==> src/rtl/idle_gap_frame_echo_assert.svh <==
// ----------------------------------------------------------------------------
// idle_gap_frame_echo assertion macros
// Shared assertion wrappers for the frame echo block; empty under SYNTH.
// ----------------------------------------------------------------------------
`ifndef IDLE_GAP_FRAME_ECHO_ASSERT_SVH
`define IDLE_GAP_FRAME_ECHO_ASSERT_SVH

`ifndef SYNTH

// Condition holds at every edge out of reset.
`define IGFE_ASSERT_ALWAYS(lbl, expr) \
  lbl: assert property (@(posedge clk) disable iff (rst) (expr)) \
    else $error("igfe: invariant violated");

// Antecedent at one edge implies consequent at the next.
`define IGFE_ASSERT_NEXT(lbl, ante, cons) \
  lbl: assert property (@(posedge clk) disable iff (rst) (ante) |=> (cons)) \
    else $error("igfe: sequence violated");

`else

`define IGFE_ASSERT_ALWAYS(lbl, expr)
`define IGFE_ASSERT_NEXT(lbl, ante, cons)

`endif

`endif

==> src/rtl/igfe_pkg.sv <==
// ----------------------------------------------------------------------------
// igfe_pkg
// Types and constants shared by the idle gap frame echo block.
// ----------------------------------------------------------------------------
package igfe_pkg;

  localparam int unsigned FRAME_DEPTH_DEF = 64;
  localparam int unsigned GAP_W           = 16;
  localparam logic [GAP_W-1:0] GAP_RESET  = 16'd100;
  localparam logic [GAP_W-1:0] TIMER_MAX  = 16'hFFFF;

  localparam logic OP_TICK = 1'b0;
  localparam logic OP_BYTE = 1'b1;

  typedef struct packed {
    logic       opcode;
    logic [7:0] rx_byte;
  } in_item_t;

  typedef struct packed {
    logic [7:0] tx_byte;
    logic       last;
  } out_item_t;

endpackage

==> src/rtl/igfe_store.sv <==
// ----------------------------------------------------------------------------
// igfe_store
// Frame byte store: one write port, one read port, registered read data.
// ----------------------------------------------------------------------------
module igfe_store #(
  parameter int unsigned FRAME_DEPTH = 64,
  localparam int unsigned AW = $clog2(FRAME_DEPTH)
) (
  input  logic          clk,
  input  logic          we,
  input  logic [AW-1:0] waddr,
  input  logic [7:0]    wdata,
  input  logic          re,
  input  logic [AW-1:0] raddr,
  output logic [7:0]    rdata
);

  logic [7:0] mem [FRAME_DEPTH];

  always_ff @(posedge clk) begin
    if (we) begin
      mem[waddr] <= wdata;
    end
    if (re) begin
      rdata <= mem[raddr];
    end
  end

endmodule

==> src/rtl/igfe_out.sv <==
// ----------------------------------------------------------------------------
// igfe_out
// Two-entry output queue; decouples store reads from downstream stalls.
// ----------------------------------------------------------------------------
module igfe_out
  import igfe_pkg::*;
(
  input  logic       clk,
  input  logic       rst,
  input  logic       push,
  input  out_item_t  push_data,
  output logic       out_valid,
  input  logic       out_ready,
  output out_item_t  out_data,
  output logic [1:0] count
);

`include "idle_gap_frame_echo_assert.svh"

  out_item_t slot [2];
  logic      wr_ptr;
  logic      rd_ptr;
  logic      pop;

  assign out_valid = (count != 2'd0);
  assign out_data  = slot[rd_ptr];
  assign pop       = out_valid && out_ready;

  always_ff @(posedge clk) begin
    if (push) begin
      slot[wr_ptr] <= push_data;
    end
  end

  always_ff @(posedge clk) begin
    if (rst) begin
      wr_ptr <= 1'b0;
      rd_ptr <= 1'b0;
      count  <= 2'd0;
    end else begin
      if (push) begin
        wr_ptr <= ~wr_ptr;
      end
      if (pop) begin
        rd_ptr <= ~rd_ptr;
      end
      count <= count + {1'b0, push} - {1'b0, pop};
    end
  end

  `IGFE_ASSERT_ALWAYS(a_no_overflow, !(push && count == 2'd2 && !pop))
  `IGFE_ASSERT_ALWAYS(a_count_range, count != 2'd3)
  `IGFE_ASSERT_NEXT(a_push_shows, push && count == 2'd0, out_valid)

endmodule

==> src/rtl/idle_gap_frame_echo.sv <==
// Input: a byte or tick is accepted while idle. After the tick that ends a frame,
// the first echoed byte passes the state register, the store read register and
// the output queue. Throughput: one input transaction per cycle while idle; an
// echo holds input off until the single store read port reads its last byte.
// Reset: synchronous; counts as idle, gap_ms returns to 100, store not cleared.
// ----------------------------------------------------------------------------
// idle_gap_frame_echo
// Groups received bytes into idle-gap frames and replays each frame once.
// ----------------------------------------------------------------------------
module idle_gap_frame_echo
  import igfe_pkg::*;
#(
  parameter int unsigned FRAME_DEPTH = FRAME_DEPTH_DEF
) (
  input  logic             clk,
  input  logic             rst,
  input  logic             in_valid,
  output logic             in_ready,
  input  in_item_t         in_data,
  output logic             out_valid,
  input  logic             out_ready,
  output out_item_t        out_data,
  input  logic             cfg_valid,
  output logic             cfg_ready,
  input  logic [GAP_W-1:0] cfg_data
);

`include "idle_gap_frame_echo_assert.svh"

  localparam int unsigned AW = $clog2(FRAME_DEPTH);
  localparam int unsigned LW = $clog2(FRAME_DEPTH + 1);
  localparam logic [LW-1:0] LEN_FULL = LW'(FRAME_DEPTH);
  localparam logic [LW-1:0] LEN_ONE  = LW'(1);

  typedef enum logic {
    S_IDLE,
    S_REPLAY
  } state_t;

  state_t           state;
  logic [GAP_W-1:0] gap_ms;
  logic [GAP_W-1:0] idle_timer;
  logic [GAP_W-1:0] timer_inc;
  logic [LW-1:0]    frame_length;
  logic             frame_open;
  logic             echo_pending;
  logic [AW-1:0]    rd_idx;
  logic             inflight;
  logic             inflight_last;

  logic             accept;
  logic             byte_in;
  logic             tick_in;
  logic             new_frame;
  logic             append;
  logic             start_echo;
  logic             we;
  logic [AW-1:0]    waddr;
  logic             issue;
  logic             issue_last;
  logic [7:0]       rdata;
  logic [1:0]       q_count;
  logic             pop;
  out_item_t        push_data;

  assign cfg_ready = 1'b1;
  assign in_ready  = (state == S_IDLE);
  assign accept    = in_valid && in_ready;
  assign byte_in   = accept && (in_data.opcode == OP_BYTE);
  assign tick_in   = accept && (in_data.opcode == OP_TICK);

  assign timer_inc  = (idle_timer == TIMER_MAX) ? idle_timer : idle_timer + 1'b1;
  assign new_frame  = !frame_open || (idle_timer >= gap_ms);
  assign append     = !new_frame && (frame_length < LEN_FULL);
  assign start_echo = tick_in && echo_pending && (timer_inc >= gap_ms);

  assign we    = byte_in && (new_frame || append);
  assign waddr = new_frame ? '0 : frame_length[AW-1:0];

  // Store writes happen only while idle and reads only while replaying.
  assign pop        = out_valid && out_ready;
  assign issue      = (state == S_REPLAY) &&
                      ({1'b0, q_count} + {2'b0, inflight} < 3'd2 + {2'b0, pop});
  assign issue_last = (LW'(rd_idx) + LEN_ONE) == frame_length;

  assign push_data.tx_byte = rdata;
  assign push_data.last    = inflight_last;

  always_ff @(posedge clk) begin
    if (rst) begin
      state         <= S_IDLE;
      gap_ms        <= GAP_RESET;
      idle_timer    <= '0;
      frame_length  <= '0;
      frame_open    <= 1'b0;
      echo_pending  <= 1'b0;
      rd_idx        <= '0;
      inflight      <= 1'b0;
      inflight_last <= 1'b0;
    end else begin
      if (cfg_valid) begin
        gap_ms <= cfg_data;
      end
      inflight      <= issue;
      inflight_last <= issue && issue_last;
      case (state)
        S_IDLE: begin
          if (byte_in) begin
            idle_timer   <= '0;
            frame_open   <= 1'b1;
            echo_pending <= 1'b1;
            if (new_frame) begin
              frame_length <= LEN_ONE;
            end else if (append) begin
              frame_length <= frame_length + LEN_ONE;
            end
          end else if (tick_in) begin
            idle_timer <= timer_inc;
            if (start_echo) begin
              echo_pending <= 1'b0;
              rd_idx       <= '0;
              state        <= S_REPLAY;
            end
          end
        end
        S_REPLAY: begin
          if (issue) begin
            rd_idx <= rd_idx + 1'b1;
            if (issue_last) begin
              state <= S_IDLE;
            end
          end
        end
        default: begin
          state <= S_IDLE;
        end
      endcase
    end
  end

  igfe_store #(
    .FRAME_DEPTH (FRAME_DEPTH)
  ) u_store (
    .clk   (clk),
    .we    (we),
    .waddr (waddr),
    .wdata (in_data.rx_byte),
    .re    (issue),
    .raddr (rd_idx),
    .rdata (rdata)
  );

  igfe_out u_out (
    .clk       (clk),
    .rst       (rst),
    .push      (inflight),
    .push_data (push_data),
    .out_valid (out_valid),
    .out_ready (out_ready),
    .out_data  (out_data),
    .count     (q_count)
  );

  `IGFE_ASSERT_ALWAYS(a_write_idle, !we || state == S_IDLE)
  `IGFE_ASSERT_ALWAYS(a_len_bound, frame_length <= LEN_FULL)
  `IGFE_ASSERT_ALWAYS(a_pending_len, !echo_pending || frame_length != '0)
  `IGFE_ASSERT_NEXT(a_echo_start, start_echo, state == S_REPLAY && !echo_pending)
  `IGFE_ASSERT_NEXT(a_last_done, issue && issue_last, state == S_IDLE && inflight_last)

endmodule
==> config.mk <==
export PLATFORM = sky130hd
export DESIGN_NAME = idle_gap_frame_echo
export DESIGN_NICKNAME = d
export VERILOG_FILES = /design/src/rtl/igfe_pkg.sv /design/src/rtl/igfe_store.sv /design/src/rtl/igfe_out.sv /design/src/rtl/idle_gap_frame_echo.sv
export VERILOG_INCLUDE_DIRS = /design/src /design/src/rtl
export SDC_FILE = /design/constraint.sdc
export NUM_CORES = 1
export LEC_CHECK = 0
export ABC_AREA = 1
export BUFFER_PORTS_ARGS = -buffer_cell sky130_fd_sc_hd__clkbuf_2
export CELL_PAD_IN_SITES_DETAIL_PLACEMENT = 0
export CELL_PAD_IN_SITES_GLOBAL_PLACEMENT = 1
export CORE_MARGIN = 2
export CORE_UTILIZATION = 46
export DETAILED_ROUTE_END_ITERATION = 8
export MAX_ROUTING_LAYER = met4
export PLACE_DENSITY = 0.73
export SLEW_MARGIN = 10
export SYNTH_ARGS = -nofsm -noshare
export SYNTH_HDL_FRONTEND = slang
export SYNTH_HIERARCHICAL = 1
export SYNTH_SLANG_ARGS = --single-unit
==> constraint.sdc <==
create_clock -name clk -period 3.5 [get_ports clk]
set_input_delay 0.175 -clock clk [delete_from_list [all_inputs] [get_ports clk]]
set_output_delay 0.175 -clock clk [all_outputs]
set_load 0.1 [all_outputs]
* After elaboration in Yosys (flattened, before gate mapping) *
Memories as Yosys holds them, arrays and structs flattened. A register that Yosys moved wholly into a read port is not among the register bits.
Index checks and enable logic that the tools add are counted.

storage, ports and cells
  register bits after elaboration = 54
  bits in writable memories = 530
  bits of input ports = 30
  output and inout bits = 12
  word-level logic and storage cells = 85
  memories = 2

memory list
  name         words  width  rd ports  clocked after memory_dff  wr ports  RTL line          text
  u_store.mem  64     8      1         1                         1         igfe_store.sv:18  logic [7:0] mem [FRAME_DEPTH];
  u_out.slot   2      9      1         1                         1         igfe_out.sv:20    out_item_t slot [2];

operators by class
  $add $sub $neg = 8
  magnitude comparators = 4
  eq/ne operators = 6
  multiplexer cells = 26
  bitwise logic cells = 4
  reduce and logical (&&, ||, !) cells = 23

operators with widths
  kind                     number
  $mux W16                 3
  $ge A16 B16 Y1           2
  $mux W6                  5
  $add A16 B1 Y16 const B  1
  $eq A16 B16 Y1 const B   1
  $mux W1                  14
  $mux W7                  2
  $pmux W6 S2              1
  $logic_and A1 B1 Y1      10
  $reduce_bool A2 Y1       4
  $add A6 B1 Y7 const B    1
  $add A7 B1 Y7 const B    1
  $eq A7 B7 Y1             1
  $lt A7 B7 Y1 const B     1
  $add A6 B1 Y6 const B    1
  $ne A2 B1 Y1 const B     3
  $reduce_and A3 Y1        2
  $not A1 Y1               4
  $reduce_and A2 Y1        2
  $reduce_and A4 Y1        1
  $add A2 B1 Y3            1
  $add A2 B1 Y3 const A    1
  $lt A3 B3 Y1             1
  $add A2 B1 Y2            1
  5 further kinds          7

* Depth between registers and ports, before layout *
  depth in word-level cells = 9
  mapped depth = 20
  mapped depth without buffers = 20

* Modules after synthesis *
Netlist, hierarchy kept.

by module, submodules not included
  module               times used  cells each  area each (um^2)  seq. area each (um^2)
  igfe_store           1           1,805       21,419.3          15,615.0
  idle_gap_frame_echo  1           475         3,290.7           1,001.0
  igfe_out             1           63          922.1             640.6

* Worst setup path after synthesis *
Ideal clock, no wire load.

  kind = reg2reg
  from = register state
  to = memory u_store.mem[50][0], enable pin
  setup time = 0.395 ns
  arrival time = 3.266 ns
  required time = 3.105 ns
  slack = -0.160 ns
  stages on the path, launching flop included = 11
  path buffers = 1
  period minus slack after synthesis = 3.660 ns
  cell sequence = dfxtp_1 > inv_1 > nand2_2 > nor2_1 > inv_1 > nor2_1 > inv_1 > nand2_1 > clkbuf_1 > nand4_1 > nor4_1

between the ends
  cells in the longest elaborated chain, start to end = 6

RTL lines
  what                           RTL line                    text
  start, declared                idle_gap_frame_echo.sv:40   state_t state;
  start signal, assigned         idle_gap_frame_echo.sv:91   state <= S_IDLE;
  start signal, assigned         idle_gap_frame_echo.sv:122  state <= S_REPLAY;
  start signal, assigned         idle_gap_frame_echo.sv:130  state <= S_IDLE;
  $not A1 Y1 (no source line)    -
  via in_ready                   idle_gap_frame_echo.sv:18   output logic in_ready,
  $logic_and A1 B1 Y1            idle_gap_frame_echo.sv:68   assign accept = in_valid && in_ready;
  $logic_and A1 B1 Y1            idle_gap_frame_echo.sv:69   assign byte_in = accept && (in_data.opcode == OP_BYTE);
  $logic_and A1 B1 Y1            idle_gap_frame_echo.sv:77   assign we = byte_in && (new_frame || append);
  via we                         idle_gap_frame_echo.sv:57   logic we;
  $mux W1                        igfe_store.sv:21            if (we) begin
  $mux W1 (implied by the code)  igfe_store.sv:22            mem[waddr] <= wdata;
  end, declared                  igfe_store.sv:18

The timed path passes the listed nets, and every way through them passes these cells.

* Worst setup path in the final report *
  from = register idle_timer[5]
  to = memory u_store.mem[48][2], enable pin

between the ends
  elaborated cells between the ends (all ways) = 9
  classes of those cells = 1 x order compare; 3 x mux; 5 x reduce/logical

RTL lines
  what                    RTL line                    text
  start, declared         idle_gap_frame_echo.sv:42   logic [GAP_W-1:0] idle_timer;
  start signal, assigned  idle_gap_frame_echo.sv:118  idle_timer <= timer_inc;
  $ge A16 B16 Y1          idle_gap_frame_echo.sv:73   assign new_frame = !frame_open || (idle_timer >= gap_ms);
  $logic_or A1 B1 Y1      idle_gap_frame_echo.sv:73
  $mux W6                 idle_gap_frame_echo.sv:78   assign waddr = new_frame ? '0 : frame_length[AW-1:0];
  via waddr[5]            idle_gap_frame_echo.sv:58   logic [AW-1:0] waddr;

The timed path passes the listed nets, and every way through them passes these cells.

==> results.sh <==
export IMPL_yosys_area_share_simple=0.231
export IMPL_use_met1=0.341
export IMPL_regArea_mm2=0.0173
export IMPL_setup_viol=0
export IMPL_fin_setup_tns_ps=0
export IMPL_power_internal_mw=11.8
export IMPL_rows=86
export IMPL_synthesis_nets=2412
export IMPL_synth_xor_area_frac=0.00649
export IMPL_dp_hpwl_um=41600
export IMPL_crit_path_start_kind="flip-flop"
export IMPL_synth_area_mux_share=0.00527
export IMPL_critPathArrivalTime_ps=3540
export IMPL_fin_area_mm2=0.0293
export IMPL_cellPowerDensity_mw_per_mm2=511
export IMPL_synth_seq_cells=593
export IMPL_netlist_top_cells_count="nand2_1 (769), edfxtp_1 (538), nand3_1 (464)"
export IMPL_met2_usage=0.367
export IMPL_multi_input_area_mm2=0.00724
export IMPL_critPathMaxFanout=8
export IMPL_num_vias=17800
export IMPL_post_route_min_period_ps=3250
export IMPL_slew_headroom=0.236
export IMPL_synth_most_common_cell="nand2_1"
export IMPL_numCtsBuffers=66
export IMPL_drv_cap=0
export IMPL_swShare=0.211
export IMPL_synth_fa_ha_area_frac=0.0190
export IMPL_clk_pin_slew_ps=60
export IMPL_drive_gt1_frac=0.115
export IMPL_drt_total_wl_um=67100
export IMPL_antenna_found_initial=0
export IMPL_via_per_inst=5.44
export IMPL_grt_start_max_net_pins=223
export IMPL_firstDrtPassIters=5
export IMPL_ys_types=42
export IMPL_fillers=4813
export IMPL_h_tree_depth=3
export IMPL_synth_avg_cell_area_um2=10.9
export IMPL_die_h_um=240
export IMPL_cts_sinks=593
export IMPL_die_x_um=240
export IMPL_use_met3=0.0370
export IMPL_grt_ovfl_total=0
export IMPL_cts_tree="yes"
export IMPL_max_freq_ghz=0.308
export IMPL_antennaDiodeCount=0
export IMPL_final_core_util=0.531
export IMPL_synth_ff_type="edfxtp_1"
export IMPL_first_global_vias=17200
export IMPL_synth_top_area_cell="edfxtp_1"
export IMPL_drv_slew=0
export IMPL_final_nets=2537
export IMPL_routedWlPerCell_um=20.5
export IMPL_synth_compound_area_share=0.0189
export IMPL_ys_seq_area_frac=0.673
export IMPL_hold_viol=0
export IMPL_critical_path_class="reg2reg"
export IMPL_clock_latency_ps=610
export IMPL_netlist_instances=2343
export IMPL_max_vdd_ir_drop_mv=0.342
export IMPL_pre_cts_ws_ps=192
export IMPL_synth_edff_count=538
export IMPL_drtAntennaViolNets=0
export IMPL_cp_required_ps=3790
export IMPL_whs_ps=25.4
export IMPL_io_buffers=40
export IMPL_p_clk_frac=0.445
export IMPL_place_area_mm2=0.0269
export IMPL_die_area_mm2=0.0576
export IMPL_synth_area_leaders="edfxtp_1 (63%), nand2_1 (11%), nand3_1 (9.1%)"
export IMPL_place_gp_congestion=0.844
export IMPL_yosysWarnings=6
export IMPL_setup_slack_ps=248
export IMPL_top_usage_layer="met2"
export IMPL_syn_to_final_growth_pct=14.2
export IMPL_first_iter_violations=2007
export IMPL_cts_root_buf="clkbuf_16"
export IMPL_clock_path_buffers=3
export IMPL_start_util=0.465
export IMPL_p_switching_mw=3.16
export IMPL_finClkSkew_ps=17.9
export IMPL_end_kind="flip-flop"
export IMPL_fin_crit_sh=0.929
export IMPL_status="complete, no violations"
export IMPL_leakage_nw=10.9
export IMPL_pin_count=42
export IMPL_finalPower_mw=15.0
export IMPL_grt_pass1_wl_um=102000
export IMPL_async_flop_share=0
export IMPL_worst_pin_slew_ps=1150
export IMPL_p_comb_frac=0.035
export IMPL_syn_cell_area_mm2=0.0256
export IMPL_dp_cells=3124
export IMPL_coreArea_mm2=0.0551
export IMPL_drc=0
export IMPL_grt_usage=0.243
export IMPL_rsz0062_at_grt="no"
export IMPL_seqPwrFrac=0.519
export IMPL_worstHoldPathType="in2reg"
export IMPL_layout_cells_non_filler=3268
export IMPL_synth_top_family_by_area="simple AND/OR/NAND/NOR gates"
export IMPL_synth_top_area_frac=0.630
## placed cells by master (no fill, tap or decap), types with 3 or more instances in the layout
cell type / count
nor2_1: 96
nand2_2: 4
nor2_2: 15
buf_12: 9
xor2_1: 17
edfxtp_1: 538
clkbuf_16: 68
clkbuf_8: 5
nand4_1: 18
clkinv_1: 11
ha_1: 39
dlygate4sd3_1: 23
clkbuf_2: 40
inv_6: 5
nor4_1: 9
dfxtp_1: 52
mux2_4: 9
a21oi_1: 53
clkinv_2: 6
o22ai_1: 4
o21ai_0: 22
nand3_1: 464
bufinv_16: 3
inv_1: 75
nand2_1: 769
buf_4: 111
clkbuf_1: 20
nor3_1: 5
## power groups by stage
stage / registers (mW) / logic (mW) / clock network, mW
6_report: 7.77 / 0.527 / 6.66
5_1_grt: 7.77 / 0.574 / 7.06
4_1_cts: 7.77 / 0.527 / 6.78
3_5_place_dp: 7.92 / 0.503 / 0
3_3_place_gp: 7.92 / 0.498 / 0
2_1_floorplan: 7.91 / 0.265 / 0
## metal layers
layer,vias to the layer above,share of wire
li1,8400,-
met1,8586,0.45
met2,706,0.45
met3,100,0.076
met4,0,0.022
met5,-,0
## logic make-up (layout without fill, tap and decap cells)
| kind of cell | count (synthesis) | in the layout |
|---|---|---|
| xor gates and xnor gates | 19 | 19 |
| muxes | 9 | 9 |
| buffers and inverters | 204 | 381 |
| adders and majority gates | 39 | 39 |
| AOI/OAI and AO/OA | 90 | 90 |
| and+or+nand+nor | 1388 | 1388 |
| other | 1 | 1 |
| DFF | 593 | 593 |
## cell type report
| cell class | instances | area share |
|---|---|---|
| Inverter | 78 | 0.0103 |
| Clock inverter | 27 | 0.00808 |
| Clock buffer | 93 | 0.0631 |
| Timing Repair Buffer | 183 | 0.0493 |
| Tap cell | 748 | 0.0320 |
| Multi-Input combinational cell | 1546 | 0.247 |
| Sequential cell | 593 | 0.590 |
## path summary, 6_finish.rpt
| kind | from | endpoint | slack, ps | cells past startpoint |
|---|---|---|---|---|
| setup reg to reg | idle_timer[5]$_SDFFE_PP0P_ | u_store/mem[48][2]$_DFFE_PP_ | 250 | 13 |
| hold reg to reg | u_store/rdata[4]$_DFFE_PP_ | u_out/slot[0][5]$_DFFE_PP_ | 440 | 0 |
| hold / removal | cfg_data[3] | gap_ms[3]$_SDFFE_PP0P_ | 30 | 3 |
| setup / recovery | idle_timer[5]$_SDFFE_PP0P_ | u_store/mem[48][2]$_DFFE_PP_ | 250 | 13 |
## flip-flops by register name (all words and copies together) (netlist names), 2 cells and up, named ones only
signal and count:
frame_length 7, u_store/rdata 8, u_out/count 2, u_store/mem 512, idle_timer 16, u_out/slot 18, gap_ms 16, rd_idx 6
## critical path, stage by stage, from the launching register on
cell and delay (ps):
dfxtp_1 450, ha_1 290, a21oi_1 140, nor2_1 60, nor2_1 90, nand2_1 80
nand2_1 80, nand4_1 290, buf_4 260, nor2_1 320, nand4_1 160, buf_4 190
nor4_1 270, buf_4 260
## what timing repair did
| action | in CTS | in global routing |
|---|---|---|
| hold endpoints to repair | 17 | 0 |
| setup endpoints to repair | 0 | 142 |
| buffers inserted | 0 | 1 |
| resized for setup | 0 | 14 |
| hold buffers | 23 | 0 |
Power figures use the tool's default switching activity.
